==> src/rtl/bfa_pkg.sv <==
// Shared constants, types and codes of the bitmap first-fit allocator.
`timescale 1ns / 1ps
package bfa_pkg;

  // Map geometry
  localparam int unsigned NUM_UNITS = 1024;
  localparam int unsigned UNIT_W    = $clog2(NUM_UNITS);
  localparam int unsigned CNT_W     = UNIT_W + 1;

  // Field widths fixed by the interface
  localparam int unsigned SIZE_W  = 11;
  localparam int unsigned FREE_W  = 10;
  localparam int unsigned START_W = 10;
  localparam int unsigned STAT_W  = 2;
  localparam int unsigned HEAP_W  = 11;

  localparam logic [CNT_W-1:0]  NUM_UNITS_C = CNT_W'(NUM_UNITS);
  localparam logic [HEAP_W-1:0] HEAP_RESET  = HEAP_W'(1024);

  // Map entry encodings: bit 0 used, bit 1 continues into next unit
  localparam int unsigned USED_IDX = 0;
  localparam int unsigned CONT_IDX = 1;
  localparam logic [1:0] MAP_FREE = 2'b00;
  localparam logic [1:0] MAP_USED = 2'b01;
  localparam logic [1:0] MAP_BOTH = 2'b11;

  // Status codes
  localparam logic [STAT_W-1:0] STAT_OK      = STAT_W'(0);
  localparam logic [STAT_W-1:0] STAT_NOSPACE = STAT_W'(1);
  localparam logic [STAT_W-1:0] STAT_BADFREE = STAT_W'(2);

  // Request modes
  localparam logic MODE_ALLOC = 1'b0;
  localparam logic MODE_FREE  = 1'b1;

  typedef enum logic [2:0] {
    ST_CLEAR,
    ST_IDLE,
    ST_SCAN,
    ST_MARK,
    ST_FREE,
    ST_RESULT
  } bfa_state_e;

  // Map write port
  typedef struct packed {
    logic              en;
    logic [UNIT_W-1:0] addr;
    logic [1:0]        data;
  } bfa_wr_t;

  // Finished result from the sequencer
  typedef struct packed {
    logic               valid;
    logic [STAT_W-1:0]  status;
    logic [START_W-1:0] start_unit;
  } bfa_fin_t;

endpackage

==> src/rtl/bfa_if.sv <==
// Request and response channel interfaces of the allocator.
`timescale 1ns / 1ps
interface bfa_req_if;
  import bfa_pkg::*;
  logic              valid;
  logic              ready;
  logic              mode;
  logic [SIZE_W-1:0] alloc_size;
  logic [FREE_W-1:0] free_unit;

  modport source (output valid, mode, alloc_size, free_unit, input ready);
  modport sink   (input valid, mode, alloc_size, free_unit, output ready);
endinterface

interface bfa_rsp_if;
  import bfa_pkg::*;
  logic               valid;
  logic               ready;
  logic [STAT_W-1:0]  status;
  logic [START_W-1:0] start_unit;

  modport source (output valid, status, start_unit, input ready);
  modport sink   (input valid, status, start_unit, output ready);
endinterface

==> src/rtl/bfa_map.sv <==
// Usage map memory: one write port, one registered read port.
`timescale 1ns / 1ps
module bfa_map
  import bfa_pkg::*;
(
  input  logic              clk_i,
  input  bfa_wr_t           wr_i,
  input  logic [UNIT_W-1:0] rd_addr_i,
  output logic [1:0]        rd_data_o
);

  logic [1:0] mem_q [NUM_UNITS];
  logic [1:0] rd_data_q;

  // Write port
  always_ff @(posedge clk_i) begin
    if (wr_i.en) begin
      mem_q[wr_i.addr] <= wr_i.data;
    end
  end

  // Registered read port
  always_ff @(posedge clk_i) begin
    rd_data_q <= mem_q[rd_addr_i];
  end

  assign rd_data_o = rd_data_q;

endmodule

==> src/rtl/bfa_ctrl.sv <==
// Sequencer and scan unit: map clear, first-fit scan, run marking, free walk.
`timescale 1ns / 1ps
module bfa_ctrl
  import bfa_pkg::*;
(
  input  logic              clk_i,
  input  logic              rst_ni,
  bfa_req_if.sink           req_i,
  input  logic [CNT_W-1:0]  limit_i,
  input  logic              out_free_i,
  output logic [UNIT_W-1:0] rd_addr_o,
  input  logic [1:0]        rd_data_i,
  output bfa_wr_t           wr_o,
  output bfa_fin_t          fin_o
);

  bfa_state_e         st_q, st_d;
  logic [CNT_W-1:0]   addr_q, addr_d;
  logic [UNIT_W-1:0]  chk_q, chk_d;
  logic               pend_q, pend_d;
  logic [CNT_W-1:0]   run_q, run_d;
  logic [UNIT_W-1:0]  start_q, start_d;
  logic [CNT_W-1:0]   size_q, size_d;
  logic [UNIT_W-1:0]  end_q, end_d;
  logic [STAT_W-1:0]  stat_q, stat_d;
  logic [UNIT_W-1:0]  res_q, res_d;

  logic [CNT_W-1:0]   run_inc;
  logic [CNT_W-1:0]   limit_m1;
  logic               chk_last;
  logic               accept;

  assign accept   = req_i.valid && req_i.ready;
  assign run_inc  = run_q + CNT_W'(1);
  assign limit_m1 = limit_i - CNT_W'(1);
  assign chk_last = ({1'b0, chk_q} == limit_m1);

  assign req_i.ready = (st_q == ST_IDLE);
  assign rd_addr_o   = addr_q[UNIT_W-1:0];

  assign fin_o.valid      = (st_q == ST_RESULT);
  assign fin_o.status     = stat_q;
  assign fin_o.start_unit = START_W'(res_q);

  // State and datapath registers
  always_ff @(posedge clk_i or negedge rst_ni) begin
    if (!rst_ni) begin
      st_q   <= ST_CLEAR;
      addr_q <= '0;
      pend_q <= 1'b0;
    end else begin
      st_q   <= st_d;
      addr_q <= addr_d;
      pend_q <= pend_d;
    end
  end

  always_ff @(posedge clk_i) begin
    chk_q   <= chk_d;
    run_q   <= run_d;
    start_q <= start_d;
    size_q  <= size_d;
    end_q   <= end_d;
    stat_q  <= stat_d;
    res_q   <= res_d;
  end

  // Next state and map accesses
  always_comb begin
    st_d    = st_q;
    addr_d  = addr_q;
    chk_d   = chk_q;
    pend_d  = pend_q;
    run_d   = run_q;
    start_d = start_q;
    size_d  = size_q;
    end_d   = end_q;
    stat_d  = stat_q;
    res_d   = res_q;
    wr_o    = '{en: 1'b0, addr: addr_q[UNIT_W-1:0], data: MAP_FREE};

    unique case (st_q)
      // Sweep zeros through the map after reset
      ST_CLEAR: begin
        wr_o.en = 1'b1;
        addr_d  = addr_q + CNT_W'(1);
        if (addr_q == NUM_UNITS_C - CNT_W'(1)) begin
          st_d = ST_IDLE;
        end
      end

      ST_IDLE: begin
        pend_d = 1'b0;
        if (accept) begin
          res_d = '0;
          if (req_i.mode == MODE_ALLOC) begin
            if (req_i.alloc_size == '0 || CNT_W'(req_i.alloc_size) > limit_i) begin
              stat_d = STAT_NOSPACE;
              st_d   = ST_RESULT;
            end else begin
              size_d  = CNT_W'(req_i.alloc_size);
              addr_d  = '0;
              run_d   = '0;
              start_d = '0;
              st_d    = ST_SCAN;
            end
          end else begin
            if (CNT_W'(req_i.free_unit) >= limit_i) begin
              stat_d = STAT_BADFREE;
              st_d   = ST_RESULT;
            end else begin
              addr_d = CNT_W'(req_i.free_unit);
              st_d   = ST_FREE;
            end
          end
        end
      end

      // Read one unit per cycle, evaluate each unit once its registered read data returns
      ST_SCAN: begin
        if (addr_q < limit_i) begin
          pend_d = 1'b1;
          chk_d  = addr_q[UNIT_W-1:0];
          addr_d = addr_q + CNT_W'(1);
        end else begin
          pend_d = 1'b0;
        end
        if (pend_q) begin
          if (rd_data_i[USED_IDX]) begin
            run_d   = '0;
            start_d = chk_q + UNIT_W'(1);
            if (chk_last) begin
              stat_d = STAT_NOSPACE;
              st_d   = ST_RESULT;
            end
          end else if (run_inc == size_q) begin
            end_d  = UNIT_W'(CNT_W'(start_q) + size_q - CNT_W'(1));
            addr_d = CNT_W'(start_q);
            pend_d = 1'b0;
            st_d   = ST_MARK;
          end else begin
            run_d = run_inc;
            if (chk_last) begin
              stat_d = STAT_NOSPACE;
              st_d   = ST_RESULT;
            end
          end
        end
      end

      // Mark the found run; last unit gets no continuation
      ST_MARK: begin
        wr_o.en   = 1'b1;
        wr_o.data = (addr_q[UNIT_W-1:0] == end_q) ? MAP_USED : MAP_BOTH;
        addr_d    = addr_q + CNT_W'(1);
        if (addr_q[UNIT_W-1:0] == end_q) begin
          stat_d = STAT_OK;
          res_d  = start_q;
          st_d   = ST_RESULT;
        end
      end

      // Walk the block: read ahead, clear each unit once its registered read data returns
      ST_FREE: begin
        pend_d = 1'b1;
        chk_d  = addr_q[UNIT_W-1:0];
        addr_d = addr_q + CNT_W'(1);
        if (pend_q) begin
          wr_o.en   = 1'b1;
          wr_o.addr = chk_q;
          if (!rd_data_i[CONT_IDX] || chk_q == UNIT_W'(NUM_UNITS - 1)) begin
            stat_d = STAT_OK;
            res_d  = '0;
            pend_d = 1'b0;
            st_d   = ST_RESULT;
          end
        end
      end

      // Hand the result to the output register
      ST_RESULT: begin
        if (out_free_i) begin
          st_d = ST_IDLE;
        end
      end

      default: begin
        st_d = ST_IDLE;
      end
    endcase
  end

endmodule

==> src/rtl/bitmap_first_fit_allocator_top.sv <==
// Top level of the bitmap first-fit allocator.
//
//   channel  dir  handshake            payload
//   req_i    in   valid / ready        mode, alloc_size, free_unit
//   rsp_o    out  valid / ready        status, start_unit
//   cfg      in   cfg_we_i (no stall)  cfg_wdata_i = heap_units
//
// After reset the map is swept clear; no request is taken then.
// Allocate: the single map read port scans one unit per cycle and the write port
// marks one unit per cycle.
// One transaction is in work at a time; a finished result waits in the
// output register, and the sequencer holds its result until that register frees.
`timescale 1ns / 1ps
module bitmap_first_fit_allocator_top
  import bfa_pkg::*;
(
  input  logic              clk_i,
  input  logic              rst_ni,
  bfa_req_if.sink           req_i,
  bfa_rsp_if.source         rsp_o,
  input  logic              cfg_we_i,
  input  logic [HEAP_W-1:0] cfg_wdata_i
);

  logic [HEAP_W-1:0]  heap_q, heap_d;
  logic [CNT_W-1:0]   limit;
  logic               out_valid_q, out_valid_d;
  logic [STAT_W-1:0]  out_status_q, out_status_d;
  logic [START_W-1:0] out_start_q, out_start_d;
  logic               out_free;
  logic [UNIT_W-1:0]  rd_addr;
  logic [1:0]         rd_data;
  bfa_wr_t            map_wr;
  bfa_fin_t           fin;

  // Heap size register, clamped to the map size
  assign heap_d = cfg_we_i ? cfg_wdata_i : heap_q;
  assign limit  = (heap_q > HEAP_W'(NUM_UNITS)) ? NUM_UNITS_C : CNT_W'(heap_q);

  // Output register
  assign out_free = !out_valid_q || rsp_o.ready;

  always_comb begin
    out_valid_d  = out_valid_q;
    out_status_d = out_status_q;
    out_start_d  = out_start_q;
    if (out_free) begin
      out_valid_d  = fin.valid;
      out_status_d = fin.status;
      out_start_d  = fin.start_unit;
    end
  end

  always_ff @(posedge clk_i or negedge rst_ni) begin
    if (!rst_ni) begin
      heap_q      <= HEAP_RESET;
      out_valid_q <= 1'b0;
    end else begin
      heap_q      <= heap_d;
      out_valid_q <= out_valid_d;
    end
  end

  always_ff @(posedge clk_i) begin
    out_status_q <= out_status_d;
    out_start_q  <= out_start_d;
  end

  assign rsp_o.valid      = out_valid_q;
  assign rsp_o.status     = out_status_q;
  assign rsp_o.start_unit = out_start_q;

  bfa_ctrl u_ctrl (
    .clk_i      (clk_i),
    .rst_ni     (rst_ni),
    .req_i      (req_i),
    .limit_i    (limit),
    .out_free_i (out_free),
    .rd_addr_o  (rd_addr),
    .rd_data_i  (rd_data),
    .wr_o       (map_wr),
    .fin_o      (fin)
  );

  bfa_map u_map (
    .clk_i     (clk_i),
    .wr_i      (map_wr),
    .rd_addr_i (rd_addr),
    .rd_data_o (rd_data)
  );

endmodule
==> src/flat_wrapper.sv <==
// flat-port wrapper written by rule: the top's interface ports become plain ports
module bitmap_first_fit_allocator_top_flat import bfa_pkg::*;
  (clk_i, rst_ni, cfg_we_i, cfg_wdata_i, req_i_valid, req_i_mode, req_i_alloc_size, req_i_free_unit, req_i_ready, rsp_o_valid, rsp_o_status, rsp_o_start_unit, rsp_o_ready);
  bfa_req_if req_i_i ();
  bfa_rsp_if rsp_o_i ();
  input  logic clk_i;
  input  logic rst_ni;
  input  logic cfg_we_i;
  input  logic [HEAP_W-1:0] cfg_wdata_i;
  input wire logic [$bits(req_i_i.valid)-1:0] req_i_valid;
  input wire logic [$bits(req_i_i.mode)-1:0] req_i_mode;
  input wire logic [$bits(req_i_i.alloc_size)-1:0] req_i_alloc_size;
  input wire logic [$bits(req_i_i.free_unit)-1:0] req_i_free_unit;
  output wire logic [$bits(req_i_i.ready)-1:0] req_i_ready;
  output wire logic [$bits(rsp_o_i.valid)-1:0] rsp_o_valid;
  output wire logic [$bits(rsp_o_i.status)-1:0] rsp_o_status;
  output wire logic [$bits(rsp_o_i.start_unit)-1:0] rsp_o_start_unit;
  input wire logic [$bits(rsp_o_i.ready)-1:0] rsp_o_ready;
  assign req_i_i.valid = req_i_valid;
  assign req_i_i.mode = req_i_mode;
  assign req_i_i.alloc_size = req_i_alloc_size;
  assign req_i_i.free_unit = req_i_free_unit;
  assign req_i_ready = req_i_i.ready;
  assign rsp_o_valid = rsp_o_i.valid;
  assign rsp_o_status = rsp_o_i.status;
  assign rsp_o_start_unit = rsp_o_i.start_unit;
  assign rsp_o_i.ready = rsp_o_ready;
  bitmap_first_fit_allocator_top u_core (.clk_i(clk_i), .rst_ni(rst_ni), .req_i(req_i_i), .rsp_o(rsp_o_i), .cfg_we_i(cfg_we_i), .cfg_wdata_i(cfg_wdata_i));
endmodule
==> config.mk <==
export PLATFORM = sky130hd
export DESIGN_NAME = bitmap_first_fit_allocator_top_flat
export DESIGN_NICKNAME = d
export VERILOG_FILES = /design/src/rtl/bfa_pkg.sv /design/src/rtl/bfa_if.sv /design/src/rtl/bfa_map.sv /design/src/rtl/bfa_ctrl.sv /design/src/rtl/bitmap_first_fit_allocator_top.sv /design/src/flat_wrapper.sv
export SDC_FILE = /design/constraint.sdc
export NUM_CORES = 2
export LEC_CHECK = 0
export BUFFER_PORTS_ARGS = -buffer_cell sky130_fd_sc_hd__buf_2
export CORE_MARGIN = 3
export CORE_UTILIZATION = 35
export CTS_CLUSTER_SIZE = 24
export DETAILED_ROUTE_END_ITERATION = 10
export GPL_ROUTABILITY_DRIVEN = 0
export GPL_TIMING_DRIVEN = 0
export PLACE_DENSITY_LB_ADDON = 0.25
export SYNTH_ARGS = -nofsm -noshare
export SYNTH_HDL_FRONTEND = slang
export SYNTH_SLANG_ARGS = --single-unit
==> constraint.sdc <==
create_clock -name clk_i -period 48.2 [get_ports clk_i]
set_clock_uncertainty 0.2 [all_clocks]
set_input_delay 7.23 -clock clk_i [delete_from_list [all_inputs] [get_ports clk_i]]
set_output_delay 7.23 -clock clk_i [all_outputs]
set_load 0.01 [all_outputs]
==> reports/metrics.csv <==
stage;metric;value;unit
status;status;finished with violations;
status;violations;max-capacitance violations, max-slew violations;
power;combPwrFrac;38.7;%
job;cap_violations;26;
synth;ys_seq_elements;2153;
power;clkPwrFrac;26.3;%
timing;rsz0062_at_grt;false;
detailed_routing;vias;57300;
clock_tree;htree_num_levels;4;
timing;maxSlewViolCount;277;
global_routing;grt_pass1_wl;490000;um
clock_tree;postCtsSetupBuffers;0;
timing;slew_headroom;-13.6;%
detailed_routing;first_pass_iters;9;
clock_tree;root_buffer;clkbuf_16;
critical_path;path_cells;buf_2 -> clkinv_1 -> nor3_1 -> buf_2;
clock_tree;cts_tree;built;
synth;yosysSeqAreaShare;71.4;%
power;intPower;3.88;mW
die;die-area;264000;um2
synth;synth_edf_count;2124;
cells_and_area;final_layout_size_suffix_gt1_share;19.9;%
global_routing;overflow;0;
global_routing;grt_usage;27.7;%
timing;setup_viol;0;
synth;async_reset_ff_share;1.25;%
power;p_switching;2.57;mW
die;die_h;514;um
synth;synthesis.nets;5456;
power;p_leak;32.3;nW
power;p_per_area;62.5;nW/um2
die;coreArea;255000;um2
power;pwr-share-seq;34.9;%
critical_path;cp_max_fo;9;
detailed_routing;drc;0;
detailed_routing;drt_wl_total;373000;um
die;initial_core_util;35.4;%
detailed_routing;drt-wirelength-per-cell;40.2;um
global_routing;grt_max_degree;181;
placement;io_buffers;50;
timing;post-route-period-util;21.0;%
critical_path;crit_type;flip-flop to primary output;
placement;dpl.hpwl;244000;um
detailed_routing;detail-route-antenna-nets;0;
worst_hold_path;hold_path_class;flip-flop to flip-flop;
critical_path;worst_ep_required_time;40.77;ns
cells_and_area;area_growth;14.3;%
power;max-vdd-ir-drop;0.0000545;V
critical_path;crit_path_max_incr_delay;0.78;ns
timing;max_slew.worst_pin.slew;1.70;ns
clock_tree;clkSinkCount;2153;
critical_path;path_buf_inv;3;
synth;ys_types;85;
synth;yosysWarnings;0;
power;switching_share;39.9;%
clock_tree;hold_buffers;0;
synth;syn_area;90300;um2
timing;final.setup.tns;0;ns
global_routing;grt_pass1_vias;54300;
detailed_routing;via_per_inst;6.18;
synth;avgSynthCellArea;16.8;um2
clock_tree;worstSkewPairLatency;0.91;ns
clock_tree;ctsResizeCount;0;
clock_tree;cts_buffers;220;
critical_path;crit_path_end_kind;primary output;
timing;max_freq;98.8;MHz
critical_path;cpMostUsedCell;buf_2;
global_routing;antenna_found_initial;30;
die;die_w;514;um
critical_path;slowest_stage;nor3_1;
critical_path;path_delay_family;simple AND/OR/NAND/NOR gates;
die;placement_rows;185;
clock_tree;clockBufferDepth;3;
die;ios;52;
synth;synth_ff_type;edfxtp_1;
placement;post-place-cells;8835;
critical_path;arrival;2.70;ns
cells_and_area;final_nets;5784;
cells_and_area;finalNonFillerCells;9272;
critical_path;cp-start-kind;flip-flop;
timing;hold_viol_final;0;
timing;period_needed;10.13;ns
detailed_routing;drt_iter0_drc;11200;
clock_tree;path_clk_slew;0.06;ns
synth;netlist_instances;5365;
## stage by stage
step | total power, mW | hold WS [ns] | instance area, um2 | setup slack (ns) | util (%)
6_report | 6.45 | 0.210 | 103000 | 38.07 | 40.4
5_1_grt | 6.48 | 0.220 | 103000 | 38.01 | 40.4
4_1_cts | 6.33 | 0.220 | 103000 | 38.14 | 40.4
3_5_place_dp | 4.67 | 0.207 | 96100 | 37.86 | 37.6
3_3_place_gp | 5.02 | 0.207 | 94800 | -16.11 | 37.1
2_1_floorplan | 3.61 | 0.200 | 90300 | 13.48 | -
## sequential cells by signal (all words and copies together), names as in the netlist, 11 cells and up
name / cells
u_core.u_ctrl.run_q: 11
u_core.u_ctrl.addr_q: 11
u_core.u_ctrl.size_q: 11
u_core.heap_q: 11
u_core.u_map.mem_q: 2048
## logic make-up after synthesis
| group | synth area share (%) |
|---|---|
| compound gates | 3.13 |
| xor+xnor | 0.654 |
| fa+ha+maj | 0.743 |
| buf+inv | 2.51 |
| flops | 71.4 |
| mux | 14.6 |
| simple gates | 6.90 |
## per-layer routing
layer  up-vias  share of wire, %  track usage, %
li1      21600                 -               -
met1     29800                36            35.3
met2      4869                43            40.0
met3      1055                14            10.9
met4        14               7.0            16.5
met5         -             0.053           0.658
## worst reg2reg max path, stage by stage, from the launching register on
cell and delay, ns:
dfrtp_1 0.99, buf_2 0.49, buf_2 0.58, clkbuf_1 1.03, clkbuf_1 1.25, nand2_1 0.16, a31oi_1 0.75, a221oi_1 0.36
o32a_1 0.47, o22ai_1 0.57
## cell usage after synthesis (35+ instances only)
| master | n | area (um2) |
|---|---|---|
| mux2i_1 | 146 | 1460 |
| a21oi_1 | 65 | 325 |
| buf_2 | 60 | 300 |
| a22oi_1 | 52 | 390 |
| mux4_2 | 517 | 11600 |
| ha_1 | 52 | 651 |
| xnor2_1 | 35 | 307 |
| nand3_1 | 52 | 260 |
| inv_1 | 67 | 251 |
| nand2_1 | 213 | 800 |
| clkbuf_1 | 261 | 980 |
| o21ai_0 | 72 | 360 |
| edfxtp_1 | 2124 | 63800 |
| nor2_1 | 1148 | 4310 |
## final timing paths
kind                                                       from  slack, ns                              endpoint  cells past startpoint
max in group asynchronous                                rst_ni      41.14        u_core.rsp_o.valid$_DFFE_PN0P_                      1
max                           u_core.u_ctrl.st_q[0]$_DFFE_PN0P_      38.07                           req_i_ready                      4
max reg2reg                 u_core.u_ctrl.addr_q[2]$_DFFE_PN0P_      41.16     u_core.u_map.rd_data_o[0]$_DFF_P_                      9
min                        u_core.u_ctrl.res_q[7]$_SDFFCE_PN0P_       0.21  u_core.rsp_o.start_unit[7]$_DFFE_PP_                      0
min reg2reg                u_core.u_ctrl.res_q[7]$_SDFFCE_PN0P_       0.21  u_core.rsp_o.start_unit[7]$_DFFE_PP_                      0
min in group asynchronous                                rst_ni       6.18          u_core.heap_q[1]$_DFFE_PN0P_                      1
## power by group through the flow
stage	registers [mW]	clock network, mW	logic [mW]
2_1_floorplan	2.50	0	1.10
3_3_place_gp	2.72	0	2.30
3_5_place_dp	2.29	0	2.38
4_1_cts	2.25	1.70	2.38
5_1_grt	2.25	1.77	2.46
6_report	2.25	1.70	2.50
## layout by cell type, fill, tap and decap left out, types with 12 or more instances in the layout
cell,n
clkbuf_16,224
ha_1,52
and3_1,12
o21ai_0,72
nor2_1,1146
nor3_1,22
nand2_1,213
o22ai_1,30
dfrtp_1,26
buf_4,26
clkbuf_1,239
clkbuf_2,65
mux4_2,517
clkinv_2,40
clkinv_1,65
a31oi_1,15
buf_8,13
inv_1,66
nand3_1,52
nor4_1,15
diode_2,34
bufinv_16,21
edfxtp_1,2124
buf_6,31
xor2_1,17
buf_2,129
mux2i_1,146
xnor2_1,35
a22oi_1,52
buf_12,26
a221oi_1,34
a21oi_1,64
o211ai_1,20
buf_16,21
## layout make-up
class	count	area [um2]
Clock buffer	265	5760
Tap cell	3366	4210
Inverter	71	274
Fill cell	23200	152000
Timing Repair Buffer	106	1470
Clock inverter	136	1190
Antenna cell	34	85.1
Sequential cell	2153	64500
Buffer	408	2100
Multi-Input combinational cell	2733	23600
(Power assumes the default switching activity.)
